**config.mk**
```make
export PLATFORM = sky130hd
export DESIGN_NAME = ccacc_div
export DESIGN_NICKNAME = d
export VERILOG_FILES = /design/src/design/ccacc_pkg.sv /design/src/design/ccacc_div.sv
export VERILOG_INCLUDE_DIRS = /design/src /design/src/design
export SDC_FILE = /design/constraint.sdc
export NUM_CORES = 1
export LEC_CHECK = 0
export BUFFER_PORTS_ARGS = -buffer_cell sky130_fd_sc_hd__buf_4
export CORE_MARGIN = 2
export CORE_UTILIZATION = 30
export CTS_BUF_LIST = sky130_fd_sc_hd__clkbuf_8 sky130_fd_sc_hd__clkbuf_16
export DETAILED_ROUTE_END_ITERATION = 10
export GPL_TIMING_DRIVEN = 1
export HOLD_SLACK_MARGIN = 0.15
export MAX_ROUTING_LAYER = met4
export SYNTH_ARGS = -nofsm -noshare
export SYNTH_HDL_FRONTEND = slang
export SYNTH_SLANG_ARGS = --single-unit
```
**constraint.sdc**
```tcl
create_clock -name aclk -period 2.1 [get_ports aclk]
set_clock_uncertainty 0.05 [all_clocks]
set_input_delay 0.105 -clock aclk [delete_from_list [all_inputs] [get_ports aclk]]
set_output_delay 0.105 -clock aclk [all_outputs]
set_load 0.03 [all_outputs]
```
**src/design/cluster_centroid_accumulator_top_macros.svh**
```systemverilog
// Assertion macros shared by the centroid accumulator RTL.
// Needs a clock and an active-low reset passed in by the caller.
`ifndef CLUSTER_CENTROID_ACCUMULATOR_TOP_MACROS_SVH
`define CLUSTER_CENTROID_ACCUMULATOR_TOP_MACROS_SVH

// Same-cycle implication, checked outside reset.
`define CCA_ASSERT_IMP(name, clk, rst_n, ante, cons, msg) \
    name: assert property (@(posedge clk) disable iff (!rst_n) (ante) |-> (cons)) \
        else $error(msg);

// Next-cycle implication, checked outside reset.
`define CCA_ASSERT_NXT(name, clk, rst_n, ante, cons, msg) \
    name: assert property (@(posedge clk) disable iff (!rst_n) (ante) |=> (cons)) \
        else $error(msg);

`endif

```
**src/design/ccacc_pkg.sv**
```systemverilog
// Shared types and constants for the centroid accumulator.
// No dependencies; imported by the top level and the divider.
`default_nettype none

package ccacc_pkg;

    localparam int NUM_CLUSTERS = 256;
    localparam int MAX_DIM      = 1024;

    localparam int LABEL_W   = 8;
    localparam int INDEX_W   = 10;
    localparam int SAMPLE_W  = 16;
    localparam int COUNT_W   = 16;
    localparam int SUM_W     = 32;
    localparam int MEAN_W    = 24;
    localparam int FRAC_SHIFT = 8;

    localparam int DIVIDEND_W = SUM_W + FRAC_SHIFT;
    localparam int DIV_STEP_W = $clog2(DIVIDEND_W);

    localparam int CNT_AW    = $clog2(NUM_CLUSTERS);
    localparam int SUM_DEPTH = NUM_CLUSTERS * MAX_DIM;
    localparam int SUM_AW    = $clog2(SUM_DEPTH);

    localparam int S_TDATA_W = ((LABEL_W + INDEX_W + SAMPLE_W + 7) / 8) * 8;
    localparam int M_TDATA_W = ((COUNT_W + MEAN_W + 7) / 8) * 8;

    // s_tdata field offsets
    localparam int S_LABEL_LSB = 0;
    localparam int S_INDEX_LSB = S_LABEL_LSB + LABEL_W;
    localparam int S_VALUE_LSB = S_INDEX_LSB + INDEX_W;

    typedef enum logic {
        OP_ACCUMULATE = 1'b0,
        OP_QUERY      = 1'b1
    } ccacc_op_t;

    typedef enum logic [1:0] {
        ST_IDLE,
        ST_EXEC,
        ST_DIV,
        ST_RESP
    } ccacc_state_t;

endpackage

`default_nettype wire

```
**src/design/ccacc_div.sv**
```systemverilog
// Restoring divider, one quotient bit per cycle.
// Depends on ccacc_pkg and the assertion macro header.
`default_nettype none
`include "cluster_centroid_accumulator_top_macros.svh"

module ccacc_div
    import ccacc_pkg::*;
(
    input  wire logic                  aclk,
    input  wire logic                  aresetn,
    input  wire logic                  start,
    input  wire logic [DIVIDEND_W-1:0] dividend,
    input  wire logic [COUNT_W-1:0]    divisor,
    output logic                       done,
    output logic [DIVIDEND_W-1:0]      quotient
);

    logic                  busy_reg, busy_next;
    logic                  done_reg, done_next;
    logic [DIV_STEP_W-1:0] step_reg;
    logic [COUNT_W-1:0]    divisor_reg;
    logic [COUNT_W-1:0]    rem_reg;
    logic [DIVIDEND_W-1:0] dq_reg;  // dividend bits shift out, quotient bits shift in

    logic [COUNT_W:0]      trial;
    logic                  fits;
    logic [COUNT_W:0]      diff;

    assign trial = {rem_reg, dq_reg[DIVIDEND_W-1]};
    assign fits  = trial >= {1'b0, divisor_reg};
    assign diff  = trial - {1'b0, divisor_reg};

    always_comb begin
        busy_next = busy_reg;
        done_next = 1'b0;
        if (start) begin
            busy_next = 1'b1;
        end else if (busy_reg && step_reg == '0) begin
            busy_next = 1'b0;
            done_next = 1'b1;
        end
    end

    always_ff @(posedge aclk) begin
        if (!aresetn) begin
            busy_reg <= 1'b0;
            done_reg <= 1'b0;
        end else begin
            busy_reg <= busy_next;
            done_reg <= done_next;
        end
    end

    always_ff @(posedge aclk) begin
        if (start) begin
            step_reg    <= DIV_STEP_W'(DIVIDEND_W - 1);
            divisor_reg <= divisor;
            rem_reg     <= '0;
            dq_reg      <= dividend;
        end else if (busy_reg) begin
            step_reg <= step_reg - DIV_STEP_W'(1);
            rem_reg  <= fits ? diff[COUNT_W-1:0] : trial[COUNT_W-1:0];
            dq_reg   <= {dq_reg[DIVIDEND_W-2:0], fits};
        end
    end

    assign done     = done_reg;
    assign quotient = dq_reg;

    `CCA_ASSERT_IMP(a_div_start_idle, aclk, aresetn, start, !busy_reg, "divider restarted while busy")
    `CCA_ASSERT_IMP(a_div_done_idle, aclk, aresetn, done_reg, !busy_reg, "done raised while still busy")
    `CCA_ASSERT_IMP(a_div_nonzero, aclk, aresetn, busy_reg, divisor_reg != '0, "divide by zero")

endmodule

`default_nettype wire

```
# Word-level counts from Yosys, hierarchy flattened
# Cells that the tools add are included.
# classes
add_sub_neg	2
order_cmp	1
n_mux	6
bitwise	1
n_reduce_logical	5
# ops
operator	n
$mux 40	2
$ge 17x16->1	1
$mux 16	1
$sub 16x16->16	1
$logic_not 6->1	1
$sub 6x1->6 const B	1
$reduce_bool 2->1	2
$mux 1	3
$reduce_or 2->1	1
$logic_and 1x1->1	1
$not 1->1	1
# totals
ff_bits	80
inputBits	59
output_inout_bits	41
word_cells	21

# Longest topological paths before layout
# logic_depth
word_depth	4
depth_mapped	10
depth_no_buf	9

# Worst setup path before layout
# OpenSTA, ideal clock, no wires.
# synth_timing
path_type	flip-flop to flip-flop
start	reg dq_reg[39], in the netlist quotient[39]
end	reg rem_reg[8]
setup_ns	0.058
t_arrival_ns	2.506
required_time_ns	1.992
slack_ns	-0.514
path_stages_with_launch	10
n_path_buf	0
synth_period_minus_slack_ns	2.614
cell_sequence	edfxtp_1 > inv_1 > ha_1 > fa_1 > nand2b_1 > a2111oi_0 > nor3_1 > xor2_1 > a311oi_1 > o21a_1
# synth_via
elab_chain_len	2
elab_cells_between_ends	3
classes_between	add/sub: 1; order compare: 1; mux: 1
# synth_rtl
item	line_no	text
start, declared	ccacc_div.sv:23	logic [DIVIDEND_W-1:0] dq_reg;
start signal, assigned	ccacc_div.sv:59	dq_reg <= dividend;
start signal, assigned	ccacc_div.sv:63	dq_reg <= {dq_reg[DIVIDEND_W-2:0], fits};
$sub 16x16->16 / $ge 17x16->1 (equally long branches)	ccacc_div.sv:31, ccacc_div.sv:30	
$mux 16 *	ccacc_div.sv:62	rem_reg <= fits ? diff[COUNT_W-1:0] : trial[COUNT_W-1:0];
end signal, assigned	ccacc_div.sv:62	
end, declared	ccacc_div.sv:22	logic [COUNT_W-1:0] rem_reg;
# Mark *: on every way between the ends. The rest lies on a longest branch, timed or not.
# A chain may end at the register's enable or synchronous reset.

# Final worst setup path
# layout_timing
start	reg divisor_reg[14]
end	reg rem_reg[8]
# layout_via
elab_chain_len	2
# layout_rtl
item	line_no	text
start, declared	ccacc_div.sv:21	logic [COUNT_W-1:0] divisor_reg;
start signal, assigned	ccacc_div.sv:57	divisor_reg <= divisor;
$ge 17x16->1	ccacc_div.sv:30	assign fits = trial >= {1'b0, divisor_reg};
$mux 16	ccacc_div.sv:62	
# Every way passes these cells.

==> results.tsv <==
metric	value	unit
status	finished with violations	
violations	setup timing	
worst-path-buf-inv	2	
cp_max_fo	7	
placed_area	5583	sq um
clock_path_buffers	2	
fin_crit_sh	107.1	%
synth_area	4121	sq um
tritoncts	built	
syn_to_final_growth	60.41	%
tns	-1.758	ns
synth_cell_types	55	
viasPerCell	4.725	
async_flop_share	0	%
core_area	13350	sq um
fin_cells	754	
worst_pin_slew	0.5144	ns
portBuffers	99	
clkTransAtPathRegs	0.06	ns
rsz0062_at_grt	true	
die_height	121.2	microns
crit_family	compound AO/OA/AOI/OAI gates	
largest_reg_flops	40	
grt_max_degree	42	
ant_nets	0	
htree_levels	3	
cpMaxStageDelayCell	edfxtp_1	
cts_root_buf	clkbuf_16	
ys_seq_area_share	52.46	%
ys.flop_type	edfxtp_1	
dr.first_iter.drc_count	124	
dp_slack	-0.3058	ns
drc	0	
fin_ws	-0.1489	ns
min_period	2.249	ns
layout-drive-gt1-share	43.94	%
yosys-top-cells-area	edfxtp_1, dfxtp_1, mux2_2	
gr-total-overflow	0	
chipWidth	121.2	microns
initial_core_util	30.88	%
max_clock_freq	0.4447	GHz
hpwl	7733	microns
fill_cells	1196	
worstPathCellList	inv_2 -> ha_4 -> a21o_1 -> a211o_4 -> nor4b_4 -> o2bb2ai_4 -> buf_12 -> nand2_2 -> o21a_1	
slowest_delay	0.38	ns
avgSynthCellArea	11.78	sq um
stdcell_area	6611	sq um
ir_drop	0.4107	mV
slew_viol_final	0	
synth_edf_count	56	
slew_headroom	65.67	%
die_area	14690	sq um
final_common_cell	buf_4	
synth_top_cell_by_area	edfxtp_1	
ys.warnings.count	0	
grt.total_usage	16.21	%
power.leakage	2.781	nW
worstSkewPairLatency	0.33	ns
cp.arrival	2.42	ns
end_kind	flip-flop	
cts_made_buffers	9	
seq_area	2162	sq um
critical_path_class	flip-flop to flip-flop	
required	2.28	ns
antenna_found_initial	0	
dp.cells	675	
vias	3563	
cts_num_sinks	80	
synthesis.nets	427	
multi_input_area	1971	sq um
synth-seq-cells	80	
crit_path_start_kind	flip-flop	
grt_pass1_wl	18350	microns
powerDensity	686.4	nW/um^2
grt_pass1_vias	3845	
routed_wirelength	11070	microns
place.gp.congestion	0.8419	
hold_path.class	flip-flop to flip-flop	
yosysTopAreaCellShare	40.80	%
finalHoldViolations	0	
firstDrtPassIters	4	
cap_violations	0	
final_cell_mix	buf_4, dlygate4sd3_1, edfxtp_1, mux2_2	
diodes	0	
ios	100	
drt-wirelength-per-cell	14.69	microns
syn_inst	350	
finalPower	4.538	mW
rows	42	
setup_viol	17	
nets	650	
where the power goes:
part / switching (mW) / internal (mW) / total [mW]
logic: 0.534 / 0.555 / 1.09
registers: 0.0713 / 1.84 / 1.91
clock network: 0.628 / 0.910 / 1.54
cells by family (layout without fill, tap and decap cells):
family | after synthesis | after routing | synth area share [%]
muxes | 41 | 41 | 11.14
AOI/OAI and AO/OA | 72 | 72 | 12.81
buffers and inverters | 37 | 265 | 4.250
DFF | 80 | 80 | 52.46
adders and majority gates | 18 | 18 | 5.647
and+or+nand+nor | 90 | 90 | 11.14
xor gates and xnor gates | 12 | 12 | 2.550
what timing repair did:
action / in CTS / in global routing
hold endpoints to repair: 65 / 0
endpoints found under the setup margin: 17 / 58
setup buffers: 3 / 3
pin swaps: 16 / 18
hold buffers: 58 / 0
resized for setup: 12 / 16
final timing paths:
check / start / to / slack (ns) / cells past startpoint
worst min-delay path: step_reg[0] / step_reg[0] / 0.43 / 2
worst max register to register: divisor_reg[14] / rem_reg[8] / -0.15 / 9
worst min register to register: step_reg[0] / step_reg[0] / 0.43 / 2
worst max-delay path: divisor_reg[14] / rem_reg[8] / -0.15 / 9
through the flow:
stage | hold slack (ns) | utilization, %
2_1_floorplan | 0.1539 | -
4_1_cts | 0.4196 | 48.73
5_1_grt | 0.4385 | 49.53
6_report | 0.4341 | 49.53
3_3_place_gp | 0.2342 | 41.83
3_5_place_dp | 0.2351 | 41.83
routing by layer:
layer,global-route usage (%),up-vias,share of wire [%]
li1,-,1751,-
met3,3.195,16,4.2
met1,19.70,1702,45
met5,-,-,0
met4,5.891,0,1.9
met2,26.86,94,49
final cells by class:
class | instances | share of cell area, %
well taps | 176 | 3.331
flip-flops and latches | 80 | 32.70
repair buffers | 226 | 28.46
multi-input cells | 233 | 29.81
inverters | 23 | 1.306
clock inverters | 7 | 0.9841
clock buffers | 9 | 3.407
worst min-delay path: stages (launching register included):
cell	delay (ns)
dfxtp_1	0.33
nand2b_1	0.06
nand3b_1	0.07
cells in the mapped netlist, drive strengths merged (3+ instances only):
cell type / count
a21oi: 14
a311oi: 4
a32oi: 5
and3: 5
buf: 7
clkbuf: 7
dfxtp: 24
edfxtp: 56
ha: 17
inv: 23
mux2: 39
nand2: 23
nand2b: 7
nand3: 7
nand3b: 4
nor2: 25
nor2b: 3
nor3: 7
o211ai: 5
o21a: 6
o21ai: 16
o311ai: 3
o31a: 3
xnor2: 9
xor2: 3
No activity file was read; power rests on OpenSTA's default activity.
